File: config.mk
export PLATFORM = sky130hd
export DESIGN_NAME = dnlc_cell
export DESIGN_NICKNAME = d
export VERILOG_FILES = /design/src/rtl/dnlc_pkg.sv /design/src/rtl/dnlc_cell.sv
export SDC_FILE = /design/constraint.sdc
export NUM_CORES = 1
export LEC_CHECK = 0
export ABC_CLOCK_PERIOD_IN_PS = 8400
export BUFFER_PORTS_ARGS = -buffer_cell sky130_fd_sc_hd__buf_2
export CORE_AREA = 4 4 320 322
export DETAILED_ROUTE_END_ITERATION = 10
export DIE_AREA = 0 0 324 326
export PLACE_DENSITY = 0.3
export SLEW_MARGIN = 40
export SYNTH_ARGS = -nofsm -noshare
export SYNTH_HDL_FRONTEND = slang
export SYNTH_SLANG_ARGS = --single-unit
File: constraint.sdc
create_clock -name clk -period 8.4 [get_ports clk]
set_clock_uncertainty 0.2 [all_clocks]
set_input_delay 0 -clock clk [delete_from_list [all_inputs] [get_ports clk]]
set_output_delay 0 -clock clk [all_outputs]
set_load 0.02 [all_outputs]
File: src/rtl/dnlc_pkg.sv
`timescale 1ns / 1ps
package dnlc_pkg;

  localparam logic [2:0] REQ_ENTER     = 3'd0;
  localparam logic [2:0] REQ_LOOKUP    = 3'd1;
  localparam logic [2:0] REQ_REMOVE    = 3'd2;
  localparam logic [2:0] REQ_PURGE_ALL = 3'd3;
  localparam logic [2:0] REQ_PURGE_ID  = 3'd4;

  localparam logic [2:0] STS_OK       = 3'd0;
  localparam logic [2:0] STS_MISS     = 3'd1;
  localparam logic [2:0] STS_TOO_LONG = 3'd2;
  localparam logic [2:0] STS_CACHED   = 3'd3;
  localparam logic [2:0] STS_DISABLED = 3'd4;

  typedef struct packed {
    logic        valid;
    logic        mark;
    logic [31:0] dir;
    logic [31:0] tgt;
    logic [63:0] nlo;
    logic [55:0] nhi;
    logic [3:0]  len;
    logic [15:0] cred;
  } entry_t;

  typedef struct packed {
    logic [31:0] dir;
    logic [7:0]  len;
    logic [63:0] nlo;
    logic [55:0] nhi;
    logic [15:0] cred;
    logic [31:0] tgt;
  } key_t;

  typedef struct packed {
    logic take_up;
    logic take_dn;
    logic set_mark;
    logic mark_val;
  } cell_ctl_t;

  typedef struct packed {
    logic name_hit;
    logic cred_hit;
    logic id_hit;
  } cell_sts_t;

  function automatic logic [63:0] low_mask(input logic [7:0] len);
    logic [63:0] m;
    if (len >= 8'd8) m = '1;
    else m = (64'd1 << {len[2:0], 3'b000}) - 64'd1;
    return m;
  endfunction

  function automatic logic [55:0] high_mask(input logic [7:0] len);
    logic [55:0] m;
    if (len <= 8'd8) m = '0;
    else if (len >= 8'd15) m = '1;
    else m = (56'd1 << {len[2:0], 3'b000}) - 56'd1;
    return m;
  endfunction

endpackage

File: src/rtl/dnlc_cell.sv
`timescale 1ns / 1ps
module dnlc_cell (
  input  logic               clk,
  input  logic               rst_n,
  input  dnlc_pkg::cell_ctl_t ctl,
  input  dnlc_pkg::entry_t   ent_up,
  input  dnlc_pkg::entry_t   ent_dn,
  input  dnlc_pkg::key_t     key,
  output dnlc_pkg::entry_t   ent_q,
  output dnlc_pkg::cell_sts_t sts
);

  dnlc_pkg::entry_t ent_r;
  dnlc_pkg::entry_t ent_nxt;

  always_comb begin
    ent_nxt = ent_r;
    if (ctl.take_up) ent_nxt = ent_up;
    else if (ctl.take_dn) ent_nxt = ent_dn;
    else if (ctl.set_mark) ent_nxt.mark = ctl.mark_val;
  end

  always_ff @(posedge clk) begin
    if (!rst_n) begin
      ent_r.valid <= 1'b0;
      ent_r.mark  <= 1'b0;
    end else begin
      ent_r.valid <= ent_nxt.valid;
      ent_r.mark  <= ent_nxt.mark;
    end
    ent_r.dir  <= ent_nxt.dir;
    ent_r.tgt  <= ent_nxt.tgt;
    ent_r.nlo  <= ent_nxt.nlo;
    ent_r.nhi  <= ent_nxt.nhi;
    ent_r.len  <= ent_nxt.len;
    ent_r.cred <= ent_nxt.cred;
  end

  assign ent_q = ent_r;
  assign sts.name_hit = ent_r.valid && (ent_r.dir == key.dir) &&
                        ({4'b0000, ent_r.len} == key.len) &&
                        (ent_r.nlo == key.nlo) && (ent_r.nhi == key.nhi);
  assign sts.cred_hit = (ent_r.cred == key.cred);
  assign sts.id_hit   = ent_r.valid && ((ent_r.dir == key.tgt) || (ent_r.tgt == key.tgt));

endmodule
After elaboration in Yosys (flattened, before gate mapping)
Index checks and enable logic that the tools add are counted.

Equality and inequality tests: 7. Muxes and demuxes: 5. Reductions and logical operators: 8.

Operators by type and width (number): two-way mux 206 bit (1); two-way mux 204 bit (1); equality test 32 bit (3); equality test 64 bit (1); equality test 56 bit (1); equality test 16 bit (1); equality test 4 x 8 -> 1 bit (1); logical AND 1 bit (5); two-way mux 1 bit (3); nonzero test 3 bit (1); nonzero test 2 bit (1); logical OR 1 bit (1).

Register bits after elaboration: 206. Input port bits: 626. Output and inout bits: 209. Logic and storage cells: 28.

Depth between registers and ports, before layout
Gate-level depths: netlist (run 1).

Depth in word-level cells: 5. Depth in mapped cells: 6. Gate-level depth less buffers: 6.

Least setup slack after synthesis (run 1)
Ideal clock, no wire load.

Kind: input-to-reg. Start: input port ctl[3] in the netlist's numbering. End: register ent_r, in the netlist ent_q[0], enable pin. Setup time: 479 ps. Arrival: 3044 ps. Required time: 7721 ps. Slack: 4676 ps. Cell stages on the path: 3. Buffers on the path: 2. Cell sequence: buf_2 > clkbuf_1 > or2_2.

Word-level cells in the longest chain between the ends: 1.

RTL lines: from (decl) (RTL line dnlc_cell.sv:5) `input dnlc_pkg::cell_ctl_t ctl,`; nonzero test 2 bit (no line); to (decl) (RTL line dnlc_cell.sv:13) `dnlc_pkg::entry_t ent_r;`.

Every way passes these cells. A chain may end at the register's enable or synchronous reset.

==> reports/qor.csv, run 1 <==
stage;metric;value;unit
pwr;clockPowerShare;0.319;
setup_path;timing.rr.end;ent_q[205];
sta;fin_ws;4.86;ns
worst_hold_path;hold_start;ent_dn[7];
clock_network;cts-htree-levels;1;
global_routing;grt_overflow_total;0;
placed_design;portBuffers;834;
route;detail_route.wl_per_cell;22.5;um
sta;setup_viol;0;
sta;fmax;283;MHz
synthesis;ys_seq_elements;206;
floorplanning;io_pins;835;
finish;drive_gt1_frac;0.488;
setup_path;reg2reg_depth;4;
clock_network;numCtsBuffers;30;
route;vias;12753;
setup_path;r2r_slack;6.62;ns
pwr;p_per_area;154;nW/um2
clock_network;insertion_delay;0.59;ns
pwr;combPwrFrac;0.300;
global_routing;antenna_found_initial;26;
route;vias_per_cell;3.57;
sta;fin_crit_sh;0.421;
synthesis;syn_area;11400;um2
pwr;power_switching;1.18;mW
pwr;irDropWorstVdd;0.122;mV
placed_design;dpl_cell_area;17300;um2
setup_path;r2r_start;ent_q[205];
floorplanning;fp.dieW;324;um
flow_run;max_cap_violations;0;
setup_path;crit_type;flop to output port;
sta;fin_tns_setup;0;ns
synthesis;ys_seq_area_frac;0.539;
synthesis;syn_area_per_cell;13.8;um2
route;drtIter0Drc;473;
sta;period_minus_slack;3.54;ns
synthesis;syn_inst;827;
route;drc;0;
global_routing;grt_max_degree;110;
finish;area_growth;108;%
clock_network;clk_pin_slew_worst_paths;0.06;ns
route;wirelength;80500;um
setup_path;cp.required;8.20;ns
sta;tightest_slew;0.964;ns
setup_path;crit_arrival;3.34;ns
global_routing;grt_pass1_vias;14261;
pwr;pwr-share-seq;0.381;
status;status;complete, no violations;
floorplanning;die_area;106000;um2
placed_design;dp_hpwl;67000;um
sta;slew_headroom;0.358;
synthesis;yosysUniqueCellTypes;36;
synthesis;syn_nets;1453;
route;postRouteAntennaNets;0;
synthesis;ys_warn_count;0;
worst_hold_path;worst_hold_path.endpoint;ent_q[7];
setup_path;critPathCaptureType;output port;
clock_network;cts_sinks;206;
pwr;p_int;2.48;mW
clock_network;cts_setup_buffers;0;
setup_path;critPathMaxFanout;2;
route;dr.pass1.iters;6;
finish;mostFrequentLayoutCell;buf_2;
clock_network;cts_tree;done;
finish;fin_area;23800;um2
placed_design;pre_cts_ws;5.18;ns
finish;fin_nets;2871;
finish;fillCellCount;10707;
finish;final_cell_mix;buf_2, dlygate4sd3_1, mux2_2, edfxtp_1, xor2_1;
clock_network;clockBufferDepth;3;
setup_path;critPathLaunchType;flop;
global_routing;grt_util_all_layers;0.144;
sta;slew_violations;0;
worst_hold_path;hold_path.class;input pin to flop;
global_routing;grt_pass1_wl;106000;um
sta;rsz0062_at_grt;false;
floorplanning;rows;116;
sta;hold_violations;0;
worst_hold_path;hold_depth;3;
placed_design;place.gp.congestion;0.800;
pwr;p_sw_frac;0.323;
floorplanning;core_area;99600;um2
floorplanning;start_util;0.115;
finish;largest_register_ffs;206;
floorplanning;dieHeight;326;um
setup_path;crit_start;ent_q[121];
clock_network;root_buffer;clkbuf_16;
pwr;leakagePower;10.2;nW
-- cell type report --
cell class / instances / area, um2 / share of cell area
flip-flops and latches: 206 / 6170 / 0.259
multi-input cells: 531 / 4970 / 0.209
clock buffers: 40 / 810 / 0.0340
diodes: 9 / 22.5 / 0.000945
repair buffers: 1409 / 9930 / 0.417
well taps: 1298 / 1620 / 0.0682
clock inverters: 11 / 48.8 / 0.00205
inverters: 67 / 251 / 0.0106
-- cell families after synthesis --
group	after synthesis	synth area share
mux	206	0.202
flops	206	0.539
xor+xnor	174	0.133
buf+inv	90	0.0318
simple gates	87	0.0505
compound gates	64	0.0436
-- repair_timing --
action / 4_1_cts / 5_1_grt
hold buffers: 567 / 0
gates resized for setup: 0 / 0
hold endpoints to repair: 206 / 0
-- layer usage --
layer	wire length [um]	vias to the layer above	GRT usage
li1	-	5978	-
met1	31200	6080	0.159
met2	40200	568	0.261
met3	6170	113	0.0432
met4	2850	14	0.0454
met5	95	-	0
-- cells in the mapped netlist --
library cell / instances / area, um2
a211o_1: 1 / 8.76
a21oi_1: 1 / 5.00
a221oi_1: 18 / 158
a222oi_1: 1 / 10.0
a22o_1: 1 / 8.76
a22o_2: 3 / 30.0
a22oi_1: 2 / 15.0
and2_1: 3 / 18.8
and4_1: 1 / 8.76
buf_2: 21 / 105
clkbuf_1: 2 / 7.51
dfxtp_1: 2 / 40.0
edfxtp_1: 204 / 6130
inv_1: 62 / 233
inv_2: 5 / 18.8
mux2_2: 204 / 2300
mux2i_1: 2 / 20.0
nand2_1: 3 / 11.3
nand2b_1: 6 / 37.5
nand3_1: 2 / 10.0
nand3_2: 1 / 10.0
nand4_1: 22 / 138
nand4_2: 1 / 12.5
nor2_1: 2 / 7.51
nor3_1: 3 / 15.0
nor4_1: 37 / 231
nor4_2: 4 / 50.1
nor4_4: 1 / 21.3
o2111ai_1: 2 / 17.5
o21ai_0: 2 / 10.0
o221ai_1: 1 / 8.76
o22ai_1: 21 / 131
o2bb2ai_1: 11 / 96.3
or2_2: 1 / 6.26
xnor2_1: 41 / 359
xor2_1: 133 / 1160
-- critical path, cell delays in order, from the launching register on --
cell      delay, ns
edfxtp_1       0.39
inv_1          0.10
o22ai_2        0.22
a221oi_1       0.50
nand4_1        0.42
nor4_2         0.60
and4_1         0.26
buf_2          0.22
-- worst max path at each step --
stage	cells after the start	to	slack, ns
2_1_floorplan	3	ent_q[0]	4.68
3_3_place_gp	6	sts[2]	4.64
3_5_place_dp	7	sts[2]	5.18
4_1_cts	7	sts[2]	4.49
5_1_grt	6	sts[2]	4.60
6_report	7	sts[2]	4.86
-- through the flow --
stage	util	power, mW	std cells	hold slack [ns]
6_report	0.239	3.66	3571	0.0529
5_1_grt	0.239	3.86	3567	0.00644
4_1_cts	0.239	3.76	3562	0.00102
3_5_place_dp	0.173	2.31	2944	0.0708
3_3_place_gp	0.173	2.31	2942	0.0638
2_1_floorplan	-	1.76	827	-0.0783
-- power groups by stage --
stage | combinational, mW | clock (mW) | sequential (mW)
final | 1.10 | 1.17 | 1.40
after global routing | 1.17 | 1.27 | 1.42
after CTS | 1.12 | 1.24 | 1.41
after detailed placement | 0.881 | 0 | 1.43
after global placement | 0.886 | 0 | 1.42
after floorplan | 0.253 | 0 | 1.51
Note: power is estimated with default switching activity, not from simulation.
==> run 2: changes to the inputs <==
--- a/config.mk
+++ b/config.mk
@@ -5,11 +5,11 @@
 export SDC_FILE = /design/constraint.sdc
 export NUM_CORES = 1
 export LEC_CHECK = 0
-export ABC_CLOCK_PERIOD_IN_PS = 8400
+export ABC_CLOCK_PERIOD_IN_PS = 3660
 export BUFFER_PORTS_ARGS = -buffer_cell sky130_fd_sc_hd__buf_2
-export CORE_AREA = 4 4 320 322
+export CORE_AREA = 4 4 322 324
 export DETAILED_ROUTE_END_ITERATION = 10
-export DIE_AREA = 0 0 324 326
+export DIE_AREA = 0 0 326 328
 export PLACE_DENSITY = 0.3
 export SLEW_MARGIN = 40
 export SYNTH_ARGS = -nofsm -noshare
==> constraint.sdc (replaced) <==
create_clock -name clk -period 3.66 [get_ports clk]
set_clock_uncertainty 0.2 [all_clocks]
set_input_delay 0 -clock clk [delete_from_list [all_inputs] [get_ports clk]]
set_output_delay 0 -clock clk [all_outputs]
set_load 0.02 [all_outputs]
==> run 2 against run 1 <==
  * Combinational power increased by 130%
  * Die area increased by 1.2%
  * Clock power increased by 140%
  * Flip-flop and latch count unchanged
  * Critical endpoint unchanged
==> reports/qor.csv, run 2 (same netlist as run 1, synthesis figures left out) <==
stage;metric;value;unit;change
finish;drive_gt1_frac;0.498;;+0.0102
finish;fin_nets;2874;;+0.10%
route;wl_met1;31600;um;+1.5%
setup_path;critPathMaxFanout;3;;+1
clock_network;cts_tree;done;;
global_routing;grt_max_degree;107;;-2.7%
finish;area_growth;110;%;
placed_design;place.gp.congestion;0.971;;+21%
route;detail_route.wl_per_cell;22.5;um;-0.23%
route;wirelength;82000;um;+1.8%
finish;final_cells;3645;;+2.1%
placed_design;portBuffers;834;;unchanged
clock_network;cts-htree-levels;1;;unchanged
global_routing;grt_pass1_vias;14569;;+2.2%
clock_network;numCtsBuffers;30;;unchanged
floorplanning;core_area;101000;um2;+1.6%
route;route.top_layer_used;met5;;
sta;rsz0062_at_grt;false;;
route;drtIter0Drc;335;;-29%
clock_network;clk_pin_slew_worst_paths;0.06;ns;about the same
pwr;p_per_area;355;nW/um2;+130%
finish;final_cell_mix;buf_2, dlygate4sd3_1, mux2_2, edfxtp_1, xor2_1;;
setup_path;crit_type;flop to output port;;
clock_network;insertion_delay;0.58;ns;about the same
global_routing;grt_pass1_wl;109000;um;+3.0%
sta;slew_headroom;0.441;;+0.0833
route;vias;12739;;-0.11%
global_routing;grt_util_all_layers;0.146;;+0.00199
route;dr_wl_met3;5940;um;-3.7%
sta;tightest_slew;0.839;ns;-0.125 ns
floorplanning;dieHeight;328;um;+0.61%
sta;period_minus_slack;3.41;ns;
floorplanning;fp.dieW;326;um;+0.62%
sta;worst_hold_slack;0.0434;ns;-0.00956 ns
placed_design;dp.cells;3027;;+2.8%
global_routing;antenna_found_initial;29;;+12%
sta;fin_crit_sh;0.932;;
route;drc;0;;unchanged
clock_network;clockBufferDepth;3;;unchanged
floorplanning;start_util;0.113;;-0.00181
clock_network;cts_sinks;206;;unchanged
status;status;complete, no violations;;
setup_path;crit_arrival;3.21;ns;-0.13 ns
flow_run;max_cap_violations;0;;unchanged
placed_design;dp_hpwl;68100;um;+1.5%
sta;slew_violations;0;;unchanged
floorplanning;rows;117;;+0.86%
sta;fmax;293;MHz;
global_routing;grt_overflow_total;0;;unchanged
floorplanning;die_area;107000;um2;+1.2%
finish;mostFrequentLayoutCell;buf_2;;
floorplanning;io_pins;835;;unchanged
pwr;leakagePower;10.3;nW;+1.0%
pwr;irDropWorstVdd;0.274;mV;+120%
setup_path;critPathCaptureType;output port;;
worst_hold_path;hold_path.class;input pin to flop;;
setup_path;cp.required;3.46;ns;-4.74 ns
sta;hold_violations;0;;unchanged
sta;setup_viol;0;;unchanged
finish;largest_register_ffs;206;;unchanged
setup_path;critPathLaunchType;flop;;
route;vias_per_cell;3.49;;-2.1%
route;routed-wl-met2;41700;um;+3.5%
route;postRouteAntennaNets;0;;unchanged
finish;fillCellCount;10964;;+2.4%
clock_network;root_buffer;clkbuf_16;;
route;dr.pass1.iters;4;;-2
==> run 2: per-stage QoR <==
stage	setup TNS, ns	setup slack, ns	util	cell area (um2)	power (mW)
finish	0	0.250	0.238	24000	8.53
global route	0	0.0148	0.237	24000	8.99
CTS	0	0.0162	0.237	24000	8.76
detailed placement	0	0.107	0.173	17500	5.32
global placement	-0.215	-0.215	0.172	17400	5.33
floorplan	0	0.963	-	11500	4.04
==> run 2: worst paths after layout <==
| kind | slack (ns) | from | to | depth (start not counted) |
|---|---|---|---|---|
| worst max-delay path | 0.25 | ent_q[189] | sts[2] | 7 |
| worst min-delay path | 0.04 | ctl[2] | ent_q[155] | 2 |
| worst max register to register | 1.68 | ent_q[205] | ent_q[205] | 5 |
| worst min register to register | 1.27 | ent_q[204] | ent_q[204] | 6 |
==> run 2: area by class of cell <==
class	instances	area (um2)	area share
repair buffers	1412	9970	0.415
multi-input cells	531	5010	0.209
clock inverters	16	100	0.00416
flip-flops and latches	206	6170	0.257
clock buffers	36	795	0.0331
inverters	67	251	0.0105
diodes	9	22.5	0.000937
well taps	1368	1710	0.0712
==> run 2: what timing repair did <==
action,CTS,global route
endpoints found under the hold margin,206,0
hold buffers,552,0
resized for setup,9,0
endpoints found under the setup margin,1,0
setup buffers,5,0
==> run 2: per-layer routing <==
layer / GRT usage / vias to the layer above
met1: 0.161 / 6076
met4: 0.0441 / 20
met3: 0.0433 / 115
met5: 0 / -
li1: - / 5984
met2: 0.268 / 544
==> run 2: critical path: stages (launching register included) <==
cell and delay, ns:
edfxtp_1 0.55, inv_1 0.27, o22ai_1 0.12, nor4_2 0.25, nand4_1 0.42, nor3_4 0.41
and4_2 0.37, buf_2 0.20
==> run 2: power breakdown <==
part | total, mW | internal, mW | leakage (nW) | switching [mW]
combinational | 2.58 | 1.27 | 7.81 | 1.31
sequential | 3.19 | 2.91 | 2.10 | 0.273
clock | 2.76 | 1.59 | 0.436 | 1.18
total | 8.53 | 5.77 | 10.3 | 2.76
==> run 3: changes to the inputs <==
--- a/config.mk
+++ b/config.mk
@@ -11,6 +11,7 @@
 export DETAILED_ROUTE_END_ITERATION = 10
 export DIE_AREA = 0 0 326 328
 export PLACE_DENSITY = 0.3
+export RECOVER_POWER = 50
 export SLEW_MARGIN = 40
 export SYNTH_ARGS = -nofsm -noshare
 export SYNTH_HDL_FRONTEND = slang
==> run 3 against run 2 <==
  * The run now ends with max-capacitance violations, max-slew violations left
  * Final area decreased by 0.27%
  * Clock power about the same
  * Via count is 0.13% higher
  * Combinational power about the same
  * Routed wire length barely moved
  * Count of clock-buffer cells in the layout did not move
  * Global-route usage stayed put
  * Critical path type unchanged
  * Highest routed layer unchanged
==> reports/qor.csv, run 3 (same netlist as run 1, synthesis figures left out) <==
stage;metric;value;unit;change
sta;rsz0062_at_grt;false;;
route;drtIter0Drc;319;;-4.8%
finish;mostFrequentLayoutCell;buf_2;;
global_routing;global_route.usage.met2;0.268;;unchanged
sta;slew_violations;240;;+240
setup_path;critPathCaptureType;output port;;
sta;fin_ws;0.253;ns;+0.00259 ns
route;dr.pass1.iters;4;;unchanged
global_routing;antenna_found_initial;29;;unchanged
global_routing;grt_pass1_vias;14569;;unchanged
placed_design;portBuffers;834;;unchanged
global_routing;grt_util_all_layers;0.146;;unchanged
sta;fin_tns_setup;0;ns;unchanged
global_routing;grt_pass1_wl;109000;um;unchanged
flow_run;max_cap_violations;3;;+3
global_routing;gr-usage-met3;0.0433;;unchanged
sta;slew_headroom;-1.10;;-1.54
clock_network;numCtsBuffers;30;;unchanged
pwr;leakagePower;10.3;nW;-0.59%
placed_design;pre_cts_ws;0.107;ns;unchanged
finish;largest_register_ffs;206;;unchanged
finish;final_cell_mix;buf_2, dlygate4sd3_1, edfxtp_1, mux2_2, xor2_1;;
floorplanning;rows;117;;unchanged
clock_network;clockBufferDepth;3;;unchanged
pwr;irDropWorstVdd;0.276;mV;+0.97%
floorplanning;io_pins;835;;unchanged
sta;hold_violations;0;;unchanged
global_routing;grt-busiest-layer;met2;;
setup_path;crit_arrival;3.21;ns;about the same
sta;period_minus_slack;3.41;ns;-0.00259 ns
route;vias_per_cell;3.50;;about the same
placed_design;place.gp.congestion;0.971;;unchanged
global_routing;use_met1;0.161;;unchanged
placed_design;dp_hpwl;68100;um;unchanged
placed_design;dpl_cell_area;17500;um2;unchanged
finish;final_util;0.237;;-0.000644
sta;tightest_slew;3.14;ns;+2.31 ns
route;drc;0;;unchanged
finish;fin_nets;2874;;unchanged
route;postRouteAntennaNets;0;;unchanged
status;status;finished with violations;;
global_routing;grt_overflow_total;0;;unchanged
finish;drive_gt1_frac;0.490;;-0.00838
setup_path;critPathLaunchType;flop;;
sta;fin_crit_sh;0.931;;about the same
sta;worst_hold_slack;0.0568;ns;+0.0135 ns
clock_network;cts_sinks;206;;unchanged
route;wirelength;82100;um;about the same
floorplanning;start_util;0.113;;unchanged
floorplanning;core_area;101000;um2;unchanged
finish;final_cells;3647;;+0.055%
clock_network;insertion_delay;0.58;ns;about the same
pwr;power;8.55;mW;+0.19%
status;violations;max-capacitance violations, max-slew violations;;
sta;setup_viol;0;;unchanged
setup_path;critPathMaxFanout;3;;unchanged
floorplanning;die_area;107000;um2;unchanged
clock_network;clk_pin_slew_worst_paths;0.06;ns;about the same
route;vias;12756;;+0.13%
clock_network;root_buffer;clkbuf_16;;
setup_path;cp.required;3.46;ns;about the same
placed_design;dp.cells;3027;;unchanged
pwr;p_per_area;357;nW/um2;+0.46%
clock_network;cts-htree-levels;1;;unchanged
setup_path;crit_type;flop to output port;;
worst_hold_path;hold_path.class;input pin to flop;;
floorplanning;fp.dieW;326;um;unchanged
route;detail_route.wl_per_cell;22.5;um;about the same
finish;fin_area;24000;um2;-0.27%
floorplanning;dieHeight;328;um;unchanged
sta;fmax;294;MHz;about the same
finish;area_growth;109;%;
global_routing;grt_max_degree;107;;unchanged
clock_network;cts_tree;done;;
[run 3: per-layer routing]
| metal | up-vias | routed length (um) |
|---|---|---|
| met3 | 115 | 5800 |
| li1 | 5988 | - |
| met4 | 20 | 2660 |
| met1 | 6089 | 31800 |
| met5 | - | 129 |
| met2 | 544 | 41700 |
[run 3: repair_timing]
item                       in CTS  in global routing
resized for setup               9                  0
hold endpoints to repair      206                  0
setup endpoints to repair       1                  0
hold buffers                  552                  0
setup buffers                   5                  0
[run 3: worst max-delay path, stage by stage, from the launching register on]
cell,delay [ns]
edfxtp_1,0.47
xor2_1,0.18
nor4_1,0.67
buf_4,0.22
nand4_1,0.15
nor3_4,0.35
and4_2,0.37
buf_2,0.20
[run 3: final timing paths]
check	start	endpoint	slack (ns)	cells after the start
max	ent_q[202]	sts[2]	0.25	7
min	ent_dn[99]	ent_q[99]	0.06	3
max reg2reg	ent_q[205]	ent_q[205]	1.68	5
min reg2reg	ent_q[204]	ent_q[204]	1.27	6
[run 3: layout make-up]
type                       instances  area (um2)
antenna                           11        27.5
clock buffer                      36         795
clock inverter                    16         100
fill                           10973       77200
inverter                          67         251
multi-input combinational        531        5010
sequential                       206        6170
tap                             1368        1710
timing repair buffer            1412        9910
[run 3: where the power goes]
group	internal (mW)	switching, mW	total [mW]
combinational	1.28	1.31	2.58
clock	1.59	1.19	2.77
sequential	2.91	0.274	3.19
total	5.78	2.77	8.55
